`config.mk`:
```
export PLATFORM = sky130hd
export DESIGN_NAME = xorshift_uniform_rng_core
export DESIGN_NICKNAME = d
export VERILOG_FILES = /design/src/rtl/core/xur_pkg.sv /design/src/rtl/core/xorshift_uniform_rng_core.sv
export SDC_FILE = /design/constraint.sdc
export NUM_CORES = 1
export LEC_CHECK = 0
export ABC_AREA = 1
export BUFFER_PORTS_ARGS = -buffer_cell sky130_fd_sc_hd__clkbuf_2
export CORE_ASPECT_RATIO = 0.5
export CORE_UTILIZATION = 60
export CTS_BUF_LIST = sky130_fd_sc_hd__clkbuf_8
export CTS_CLUSTER_SIZE = 30
export DETAILED_ROUTE_END_ITERATION = 8
export GPL_ROUTABILITY_DRIVEN = 0
export GPL_TIMING_DRIVEN = 0
export PLACE_DENSITY_LB_ADDON = 0.05
export SKIP_CTS_REPAIR_TIMING = 1
export SYNTH_ARGS = -nofsm -noshare
export SYNTH_HDL_FRONTEND = slang
export SYNTH_SLANG_ARGS = --single-unit
export TNS_END_PERCENT = 10
```
`constraint.sdc`:
```
create_clock -name i_clk -period 9.05 [get_ports i_clk]
set_input_delay 0.905 -clock i_clk [delete_from_list [all_inputs] [get_ports i_clk]]
set_output_delay 0.905 -clock i_clk [all_outputs]
set_load 0.02 [all_outputs]
```
`src/rtl/core/xur_pkg.sv`:
```
`timescale 1ns / 1ps
// ----------------------------------------------------------------------------
// xur_pkg
// types, command codes and the xorshift round for the uniform rng core
// ----------------------------------------------------------------------------
package xur_pkg;

    localparam logic [63:0] GOLDEN_WORD   = 64'h9E37_79B9_7F4A_7C15;
    localparam int          WARMUP_ROUNDS = 4;
    localparam int          SHIFT_A       = 13;
    localparam int          SHIFT_B       = 7;
    localparam int          SHIFT_C       = 17;

    localparam logic [1:0] CMD_SEED    = 2'd0;
    localparam logic [1:0] CMD_NEXT    = 2'd1;
    localparam logic [1:0] CMD_UNIFORM = 2'd2;

    typedef struct packed {
        logic [1:0]  command;
        logic [31:0] seed_value;
        logic [31:0] range_n;
    } t_rng_in;

    typedef struct packed {
        logic [31:0] random_value;
        logic        range_error;
    } t_rng_out;

    function automatic logic [63:0] advance(input logic [63:0] s);
        logic [63:0] t;
        t = s ^ (s << SHIFT_A);
        t = t ^ (t >> SHIFT_B);
        t = t ^ (t << SHIFT_C);
        return t;
    endfunction

    // state after seeding with zero
    localparam logic [63:0] RESET_STATE =
        advance(advance(advance(advance(GOLDEN_WORD))));

endpackage

```
`src/rtl/core/xorshift_uniform_rng_core.sv`:
```
`timescale 1ns / 1ps
// ----------------------------------------------------------------------------
// xorshift_uniform_rng_core
// 64-bit xorshift generator with seeding and unbiased draws below a range
// ----------------------------------------------------------------------------
// channel  direction  signals
// in       slave      i_in_valid / o_in_ready / i_in_data (command, seed, range)
// out      master     o_out_valid / i_out_ready / o_out_data (value, error)
//
// seed loads the state and runs the warm-up rounds; next32 makes one draw; a zero
// range or an unused code goes straight to the output step
// uniform runs two passes of the radix-4 remainder unit (rejection limit, then
// value mod n) with the draw step between them, then the output step and idle
// each rejected draw repeats the draw step; one item at a time, ready only when idle
// reset is synchronous and loads the state that seeding with zero gives
// a stalled output register holds the block in its final step
// ----------------------------------------------------------------------------
module xorshift_uniform_rng_core (
    input  logic              i_clk,
    input  logic              i_rst_n,
    input  logic              i_in_valid,
    output logic              o_in_ready,
    input  xur_pkg::t_rng_in  i_in_data,
    output logic              o_out_valid,
    input  logic              i_out_ready,
    output xur_pkg::t_rng_out o_out_data
);

    localparam logic [2:0] S_IDLE  = 3'd0;
    localparam logic [2:0] S_SEED  = 3'd1;
    localparam logic [2:0] S_LIMIT = 3'd2;
    localparam logic [2:0] S_DRAW  = 3'd3;
    localparam logic [2:0] S_MOD   = 3'd4;
    localparam logic [2:0] S_OUT   = 3'd5;

    logic [2:0]  r_fsm;
    logic [63:0] r_gen;
    logic [3:0]  r_cnt;
    logic        r_uni;
    logic [31:0] r_n;
    logic [31:0] r_rem;
    logic [31:0] r_div;
    logic [31:0] r_lim;
    logic [31:0] r_val;
    logic        r_err;
    logic        r_out_valid;
    xur_pkg::t_rng_out r_out_data;

    logic [63:0] n_gen;
    logic [63:0] n_seed;
    logic [31:0] n_rem;
    logic [32:0] n_sum;
    logic        out_free;
    logic        in_xfer;

    assign n_gen    = xur_pkg::advance(r_gen);
    assign n_seed   = {i_in_data.seed_value, i_in_data.seed_value} ^ xur_pkg::GOLDEN_WORD;
    assign n_sum    = {1'b0, n_gen[63:32]} + {1'b0, r_lim};
    assign out_free = !r_out_valid || i_out_ready;
    assign in_xfer  = i_in_valid && o_in_ready;

    // shared remainder unit, two restoring steps a cycle
    always_comb begin
        logic [31:0] rem_w;
        logic [31:0] div_w;
        logic [32:0] trial;
        rem_w = r_rem;
        div_w = r_div;
        for (int k = 0; k < 2; k++) begin
            trial = {rem_w, div_w[31]};
            div_w = {div_w[30:0], 1'b0};
            if (trial >= {1'b0, r_n}) begin
                rem_w = 32'(trial - {1'b0, r_n});
            end else begin
                rem_w = trial[31:0];
            end
        end
        n_rem = rem_w;
    end

    always_ff @(posedge i_clk) begin
        if (!i_rst_n) begin
            r_fsm       <= S_IDLE;
            r_gen       <= xur_pkg::RESET_STATE;
            r_out_valid <= 1'b0;
            r_cnt       <= '0;
        end else begin
            if ((r_fsm == S_OUT) && out_free) begin
                r_out_valid <= 1'b1;
            end else if (i_out_ready) begin
                r_out_valid <= 1'b0;
            end
            unique case (r_fsm)
                S_IDLE: begin
                    if (in_xfer) begin
                        r_val <= '0;
                        r_err <= 1'b0;
                        r_n   <= i_in_data.range_n;
                        r_rem <= '0;
                        r_div <= 32'd0 - i_in_data.range_n;
                        r_cnt <= 4'hF;
                        unique case (i_in_data.command)
                            xur_pkg::CMD_SEED: begin
                                r_gen <= (n_seed == '0) ? xur_pkg::GOLDEN_WORD : n_seed;
                                r_cnt <= 4'(xur_pkg::WARMUP_ROUNDS - 1);
                                r_fsm <= S_SEED;
                            end
                            xur_pkg::CMD_NEXT: begin
                                r_uni <= 1'b0;
                                r_fsm <= S_DRAW;
                            end
                            xur_pkg::CMD_UNIFORM: begin
                                r_uni <= 1'b1;
                                if (i_in_data.range_n == '0) begin
                                    r_err <= 1'b1;
                                    r_fsm <= S_OUT;
                                end else begin
                                    r_fsm <= S_LIMIT;
                                end
                            end
                            default: begin
                                r_fsm <= S_OUT;
                            end
                        endcase
                    end
                end
                S_SEED: begin
                    r_gen <= n_gen;
                    r_cnt <= r_cnt - 4'd1;
                    if (r_cnt == '0) begin
                        r_fsm <= S_OUT;
                    end
                end
                S_LIMIT: begin
                    r_rem <= n_rem;
                    r_div <= {r_div[29:0], 2'b00};
                    r_cnt <= r_cnt - 4'd1;
                    if (r_cnt == '0) begin
                        r_lim <= n_rem;
                        r_fsm <= S_DRAW;
                    end
                end
                S_DRAW: begin
                    r_gen <= n_gen;
                    if (!r_uni) begin
                        r_val <= n_gen[63:32];
                        r_fsm <= S_OUT;
                    end else if (!n_sum[32]) begin
                        r_div <= n_gen[63:32];
                        r_rem <= '0;
                        r_cnt <= 4'hF;
                        r_fsm <= S_MOD;
                    end
                end
                S_MOD: begin
                    r_rem <= n_rem;
                    r_div <= {r_div[29:0], 2'b00};
                    r_cnt <= r_cnt - 4'd1;
                    if (r_cnt == '0) begin
                        r_val <= n_rem;
                        r_fsm <= S_OUT;
                    end
                end
                S_OUT: begin
                    if (out_free) begin
                        r_out_data.random_value <= r_val;
                        r_out_data.range_error  <= r_err;
                        r_fsm                   <= S_IDLE;
                    end
                end
                default: begin
                    r_fsm <= S_IDLE;
                end
            endcase
        end
    end

    assign o_in_ready  = (r_fsm == S_IDLE);
    assign o_out_valid = r_out_valid;
    assign o_out_data  = r_out_data;

    // one item in flight at a time
    assert property (@(posedge i_clk) disable iff (!i_rst_n)
        in_xfer |=> !o_in_ready)
        else $error("ready stayed high after an input transfer");

    // the generator never falls into the all-zero state
    assert property (@(posedge i_clk) disable iff (!i_rst_n)
        r_gen != '0)
        else $error("generator state is zero");

    // remainder stays below the range while dividing
    assert property (@(posedge i_clk) disable iff (!i_rst_n)
        (r_fsm == S_LIMIT || r_fsm == S_MOD) |-> (r_rem < r_n))
        else $error("remainder not below range");

    // an error result carries a zero value
    assert property (@(posedge i_clk) disable iff (!i_rst_n)
        (o_out_valid && o_out_data.range_error) |-> (o_out_data.random_value == '0))
        else $error("range error with non-zero value");

    // a result is loaded only from the output step
    assert property (@(posedge i_clk) disable iff (!i_rst_n)
        $rose(r_out_valid) |-> ($past(r_fsm) == S_OUT))
        else $error("result loaded outside the output step");

endmodule
```
==> impl_results.rst, run 1 <==
.. list-table::
   :header-rows: 1

   * - Metric
     - Value
   * - Result of the run
     - finished clean
   * - Final setup violation count
     - 0
   * - Average size of a mapped cell
     - 8.00 um^2
   * - Syn. warnings
     - 0
   * - Arrival time reported for the critical path endpoint
     - 5860 ps
   * - Number of maximum-capacitance constraint violations
     - 0
   * - Via count of the first global-routing pass
     - 15700
   * - Sequential cell area fraction in the yosys report
     - 0.402
   * - Startpoint type of the worst setup path
     - register
   * - Number of cell instances on the worst register-to-register path
     - 26
   * - Nature of the critical path endpoint
     - register
   * - Largest net degree at the start of global routing
     - 34
   * - Placeable core region
     - roughly 0.029 mm^2
   * - Max Clock Freq
     - around 180 MHz
   * - Total routing usage reported by global routing
     - 0.372
   * - Number of standard-cell rows in the floorplan
     - 44
   * - Reg-to-Reg End
     - r_val[0]
   * - Data required time of the critical path
     - 9460 ps
   * - Clock latency on the worst-skew pair
     - ~580 ps
   * - HPWL Detailed
     - 46400 um
   * - Die Height
     - 125 um
   * - Share of the synthesized area in the top cell type
     - 0.323
   * - Origin of the critical flop-to-flop path
     - r_n[24]
   * - Post-synthesis register bit count
     - 267
   * - Worst setup path endpoint
     - r_val[0]
   * - Reg-to-reg setup timing slack
     - between 3000 and 4000 ps
   * - Setup slack after layout
     - 3610 ps
   * - Net total in the final layout
     - 2606
   * - RSZ-0062 raised after global routing
     - no
   * - Die X-Extent
     - approximately 250 um
   * - Final worst path period share
     - 0.602
   * - Dominant cell by count in the synthesized netlist
     - sky130_fd_sc_hd__nand2_1
   * - Cells after Synth
     - 2268
   * - Vias per Instance
     - ~6
   * - Effective utilization at floorplan
     - 0.618
   * - Total number of vias
     - 16900
   * - Cell types with the highest counts after synthesis
     - sky130_fd_sc_hd__nand2_1, sky130_fd_sc_hd__inv_1, sky130_fd_sc_hd__edfxtp_1, sky130_fd_sc_hd__nor2_1, sky130_fd_sc_hd__xnor2_1
   * - Post-route DRC
     - 0
   * - Largest cells by area after synthesis
     - sky130_fd_sc_hd__edfxtp_1, sky130_fd_sc_hd__nand2_1, sky130_fd_sc_hd__dfxtp_1, sky130_fd_sc_hd__ha_1, sky130_fd_sc_hd__xnor2_1
   * - Most instantiated flip-flop cell in the synthesis netlist
     - sky130_fd_sc_hd__edfxtp_1
   * - Clock tree sinks
     - ~270
   * - Pins Over Slew Limit
     - 0
   * - Global-route wire length before repair
     - 86800 um
   * - Die ar.
     - 0.0310 mm^2
   * - Largest buffer count on any clock path
     - 3
   * - Worst setup path startpoint
     - r_n[24]
   * - Layout-stage area growth over the synthesis result
     - 11.3%
   * - Routed Wire Length
     - about 58000 um
   * - Mapped Area
     - 0.0181 mm^2
   * - Post-synth net total
     - 2441
   * - Share of post-route cells with drive strength above 1
     - 0.116
   * - Mean routed wirelength per cell
     - 20.2 um
   * - CTS buffer count
     - 42
   * - Number of enable-type register cells in the synthesized netlist
     - 195
   * - Iteration-0 DRC count of the detailed router
     - between 1500 and 2000
   * - Buffers added on ports
     - 103
   * - Min Clock Period, post-route
     - 5440 ps
   * - Total grt overflow
     - 0
   * - Maximum net fanout on the critical path
     - 10
   * - Setup Crit Path Kind
     - register to register
   * - CTS Root Cell
     - sky130_fd_sc_hd__clkbuf_8
   * - Initial antenna violation count
     - 3
   * - Count of H-tree levels built during CTS
     - 2
   * - Maximum clock skew at final layout
     - 18.6 ps
   * - Pre-CTS setup slack
     - 3770 ps
   * - Clock tree from TritonCTS
     - yes
   * - Worst Max-Slew Pin Slew
     - between 900 and 1000 ps
   * - Clock slew at the register clock pins of the worst setup and hold paths
     - 60 ps
   * - Hold crit path type
     - register to register
   * - IO Pins
     - approximately 110
   * - Final hold violation count
     - 0
   * - Post-synthesis cell type with the largest combined area
     - sky130_fd_sc_hd__edfxtp_1
   * - Synth cell types
     - 59
   * - Tightest slew margin relative to the limit
     - 0.364
   * - Remaining antenna violation count after routing
     - 0
   * - Post-synthesis async set-or-reset flop share
     - 0
   * - First-pass DRT Iterations
     - 6
==> logic make-up (layout without fill, tap and decap cells) <==
logic type / after synthesis / in the layout / synth area share
buffers and inverters: 325 / 523 / 0.0723
XOR/XNOR: 192 / 192 / 0.0927
adder cells (fa/ha/maj): 103 / 103 / 0.0718
other: 0 / 3 / 0
flip-flops: 267 / 267 / 0.402
AND/OR/NAND/NOR: 1038 / 1038 / 0.250
AO/OA/AOI/OAI: 343 / 343 / 0.112
==> layout by cell type, fill, tap and decap left out, types with 24 or more instances in the layout <==
cell type                    n
sky130_fd_sc_hd__nand4_1    54
sky130_fd_sc_hd__nand2_1   562
sky130_fd_sc_hd__nand3_1   129
sky130_fd_sc_hd__clkbuf_2  103
sky130_fd_sc_hd__xor2_1     61
sky130_fd_sc_hd__clkbuf_1   36
sky130_fd_sc_hd__nor3_1     24
sky130_fd_sc_hd__clkbuf_8   49
sky130_fd_sc_hd__nor2_1    180
sky130_fd_sc_hd__o21ai_0    94
sky130_fd_sc_hd__inv_1     268
sky130_fd_sc_hd__xnor2_1   131
sky130_fd_sc_hd__edfxtp_1  195
sky130_fd_sc_hd__dfxtp_1    72
sky130_fd_sc_hd__ha_1      101
sky130_fd_sc_hd__nand2_2    31
sky130_fd_sc_hd__a21oi_1   127
sky130_fd_sc_hd__a31oi_1    27
==> final cells by class <==
cell class                      count  area [um^2]
Clock inverter                     28          169
Inverter                          266         1000
Clock buffer                       49          674
Sequential cell                   267         7300
Timing Repair Buffer              121          687
Buffer                             59          310
Tap cell                          391          489
Multi-Input combinational cell   1676         9570
Antenna cell                        3         7.51
Fill cell                        2536         9140
==> metal layers <==
layer	share of wire	wire, um	global-route usage	vias up
met5	0	0	0	-
met4	0.046	2650	0.175	0
met3	0.12	7100	0.0942	182
met2	0.41	24000	0.541	1058
met1	0.42	24100	0.519	7700
li1	-	-	-	7955
==> how the worst min path moves through the flow <==
stage / cells past startpoint / to / from / slack (ps)
after global routing: 0 / o_out_data[21] / r_val[20] / 410
after detailed placement: 0 / o_out_data[4] / r_val[3] / 400
final: 0 / o_out_data[25] / r_val[24] / 410
after global placement: 0 / o_out_data[3] / r_val[2] / 400
after CTS: 0 / o_out_data[21] / r_val[20] / 410
after floorplan: 0 / o_out_data[0] / r_err / 400
==> worst max-delay path, stage by stage (launching register included) <==
cell,delay (ps)
sky130_fd_sc_hd__edfxtp_1,340
sky130_fd_sc_hd__inv_1,90
sky130_fd_sc_hd__ha_1,410
sky130_fd_sc_hd__nand2_1,110
sky130_fd_sc_hd__nor2_1,290
sky130_fd_sc_hd__nand3b_1,200
sky130_fd_sc_hd__nor3_1,250
sky130_fd_sc_hd__a21oi_2,210
sky130_fd_sc_hd__nand2_4,160
sky130_fd_sc_hd__buf_4,170
sky130_fd_sc_hd__nand2_1,60
sky130_fd_sc_hd__o21ai_1,190
sky130_fd_sc_hd__ha_1,350
sky130_fd_sc_hd__a21oi_1,160
sky130_fd_sc_hd__nand2_1,100
sky130_fd_sc_hd__a21oi_1,430
sky130_fd_sc_hd__o21ai_2,150
sky130_fd_sc_hd__nand3_1,100
sky130_fd_sc_hd__nand2_1,120
sky130_fd_sc_hd__nand4_1,110
sky130_fd_sc_hd__nand2_1,90
sky130_fd_sc_hd__nand2_2,200
sky130_fd_sc_hd__nand3_4,150
sky130_fd_sc_hd__buf_6,190
sky130_fd_sc_hd__nand2_1,60
sky130_fd_sc_hd__nand2_1,310
sky130_fd_sc_hd__o21ai_2,260
==> registers in the layout, summed over array words and instances, names as in the netlist, 3 cells and up <==
signal      flops
r_div          32
r_val          32
r_lim          32
r_rem          32
r_cnt           4
r_gen          64
r_n            32
o_out_data     33
r_fsm           3
==> metrics by stage <==
step                      hold slack (ps)  area [um^2]   util  cells  TNS [ps]
after detailed placement              405        19400  0.660   2780         0
after global routing                  407        20200  0.689   2860         0
after CTS                             411        20200  0.688   2857         0
final                                 413        20200  0.689   2860         0
after floorplan                       400        18100      -   2268         0
after global placement                401        19200  0.653   2762   -116120
Power of run 1 is left out: the tool's default activity adds up to more than one toggle a clock period on the data nets, which glitch-free logic cannot reach.
==> run 2: changes to the inputs <==
==> constraint.sdc (replaced) <==
create_clock -name i_clk -period 5.1 [get_ports i_clk]
set_input_delay 0.51 -clock i_clk [delete_from_list [all_inputs] [get_ports i_clk]]
set_output_delay 0.51 -clock i_clk [all_outputs]
set_load 0.02 [all_outputs]
==> impl_results.rst, run 2 (synthesis results as in run 1) <==
.. list-table::
   :header-rows: 1

   * - Metric
     - Value
   * - Maximum clock skew at final layout
     - 36.8 ps
   * - Final-layout worst hold slack
     - 152 ps
   * - Setup Crit Path Kind
     - register to register
   * - Pins Over Slew Limit
     - 0
   * - Die X-Extent
     - 248 um
   * - Total routing usage reported by global routing
     - 0.372
   * - Result of the run
     - finished clean
   * - Register with the highest flop count
     - r_gen
   * - Final worst path period share
     - 0.975
   * - Crit-path slowest cell
     - sky130_fd_sc_hd__edfxtp_1
   * - Fill cell count
     - 2513
   * - Share of post-route cells with drive strength above 1
     - 0.126
   * - Iteration-0 DRC count of the detailed router
     - 1785
   * - Worst Max-Slew Pin Slew
     - about 960 ps
   * - Count of H-tree levels built during CTS
     - 2
   * - Net total in the final layout
     - 2603
   * - Largest net degree at the start of global routing
     - 34
   * - Placed cell area
     - approximately 0.019 mm^2
   * - CTS Root Cell
     - sky130_fd_sc_hd__clkbuf_8
   * - Clock tree sinks
     - 267
   * - Die Height
     - 125 um
   * - Max reg flops
     - 64
   * - Placeable core region
     - 0.0293 mm^2
   * - Global-route wire length before repair
     - 86500 um
   * - Layout-stage area growth over the synthesis result
     - 12.2%
   * - First-pass DRT Iterations
     - 7
   * - Area of the multi-input gates
     - 0.00971 mm^2
   * - Via count of the first global-routing pass
     - about 15000
   * - Buffers added on ports
     - 103
   * - CTS buffer count
     - 42
   * - Top library cells by usage in the layout, fill and taps aside
     - sky130_fd_sc_hd__nand2_1, sky130_fd_sc_hd__inv_1, sky130_fd_sc_hd__edfxtp_1
   * - Total grt overflow
     - 0
   * - Clock tree from TritonCTS
     - yes
   * - Nature of the critical path endpoint
     - register
   * - Initial antenna violation count
     - 2
   * - Data required time of the critical path
     - about 5400 ps
   * - Final hold violation count
     - 0
   * - Remaining antenna violation count after routing
     - 0
   * - Slowest stage delay, CP
     - 360 ps
   * - Clock latency on the worst-skew pair
     - 580 ps
   * - Most numerous cell on the critical path
     - sky130_fd_sc_hd__nand2_1
   * - IO Pins
     - ~110
   * - Finished layout cell area
     - 0.0204 mm^2
   * - Total number of vias
     - 16900
   * - Largest buffer count on any clock path
     - 3
   * - Clock slew at the register clock pins of the worst setup and hold paths
     - 70 ps
   * - Die ar.
     - 0.0310 mm^2
   * - Arrival time reported for the critical path endpoint
     - 5280 ps
   * - Post-route DRC
     - 0
   * - Vias per Instance
     - 5.91
   * - Most frequent standard cell in the layout excluding fill and tap cells
     - sky130_fd_sc_hd__nand2_1
   * - Hold crit path type
     - primary input to register
   * - Max Clock Freq
     - between 200 and 250 MHz
   * - Startpoint type of the worst setup path
     - register
   * - Maximum net fanout on the critical path
     - 10
   * - Final-layout setup total negative slack
     - 0 ps
   * - HPWL Detailed
     - 46400 um
   * - Storage element area
     - 0.00730 mm^2
   * - Mean routed wirelength per cell
     - 20.4 um
   * - Final setup violation count
     - 0
   * - Routed Wire Length
     - 58300 um
   * - Min Clock Period, post-route
     - around 5000 ps
   * - Tightest slew margin relative to the limit
     - 0.362
   * - Number of standard-cell rows in the floorplan
     - 44
   * - Effective utilization at floorplan
     - 0.618
   * - Number of maximum-capacitance constraint violations
     - 0
==> run 2: cell types whose count changed in the layout (fill, tap and decap cells not counted), moves of 4 or more <==
cell                       previous run  this run
sky130_fd_sc_hd__buf_6               14         7
sky130_fd_sc_hd__nand2_1            562       558
sky130_fd_sc_hd__o21ai_2              3         7
sky130_fd_sc_hd__clkinv_2             3         9
sky130_fd_sc_hd__o21ai_0             94        89
sky130_fd_sc_hd__a21oi_1            127       123
sky130_fd_sc_hd__ha_1               101        97
sky130_fd_sc_hd__clkbuf_8            49        45
==> run 2: layout make-up <==
cell class | instances | share of cell area
plain buffers | 59 | 0.0152
flip-flops and latches | 267 | 0.358
clock buffers | 45 | 0.0304
inverters | 266 | 0.0491
clock inverters | 33 | 0.0120
well taps | 391 | 0.0240
diodes | 2 | 0.000246
multi-input cells | 1676 | 0.477
repair buffers | 118 | 0.0339
==> run 2: final timing paths <==
path                                      end  cells after the start  slack, ps    startpoint
worst max register to register      r_val[13]                     28        130       r_n[16]
worst min-delay path                   r_n[0]                      1        150  i_in_data[0]
worst max-delay path                r_val[13]                     28        130       r_n[16]
worst min register to register  o_out_data[2]                      0        420      r_val[1]
==> run 2: stage by stage <==
step	worst slack, ps	cells	util
6_report	126	2857	0.694
5_1_grt	-43.3	2857	0.694
4_1_cts	-257	2852	0.689
3_5_place_dp	-242	2774	0.660
3_3_place_gp	-1630	2762	0.653
2_1_floorplan	318	2268	-
==> run 2: per-layer routing <==
metal | share of wire | vias to the layer above | GRT usage
met5 | 0 | - | 0
met4 | 0.048 | 0 | 0.173
li1 | - | 7951 | -
met3 | 0.12 | 193 | 0.0940
met2 | 0.41 | 1036 | 0.539
met1 | 0.42 | 7719 | 0.522
==> run 2: worst max-delay path, delay by kind of cell, from the launching register on <==
| family | cells | cell delay, ps |
|---|---|---|
| DFF | 1 | 360 |
| buffers and inverters | 3 | 520 |
| and+or+nand+nor | 16 | 1950 |
| AOI/OAI and AO/OA | 7 | 1190 |
| adders and majority gates | 2 | 660 |
Power of run 2 is left out for the same reason.
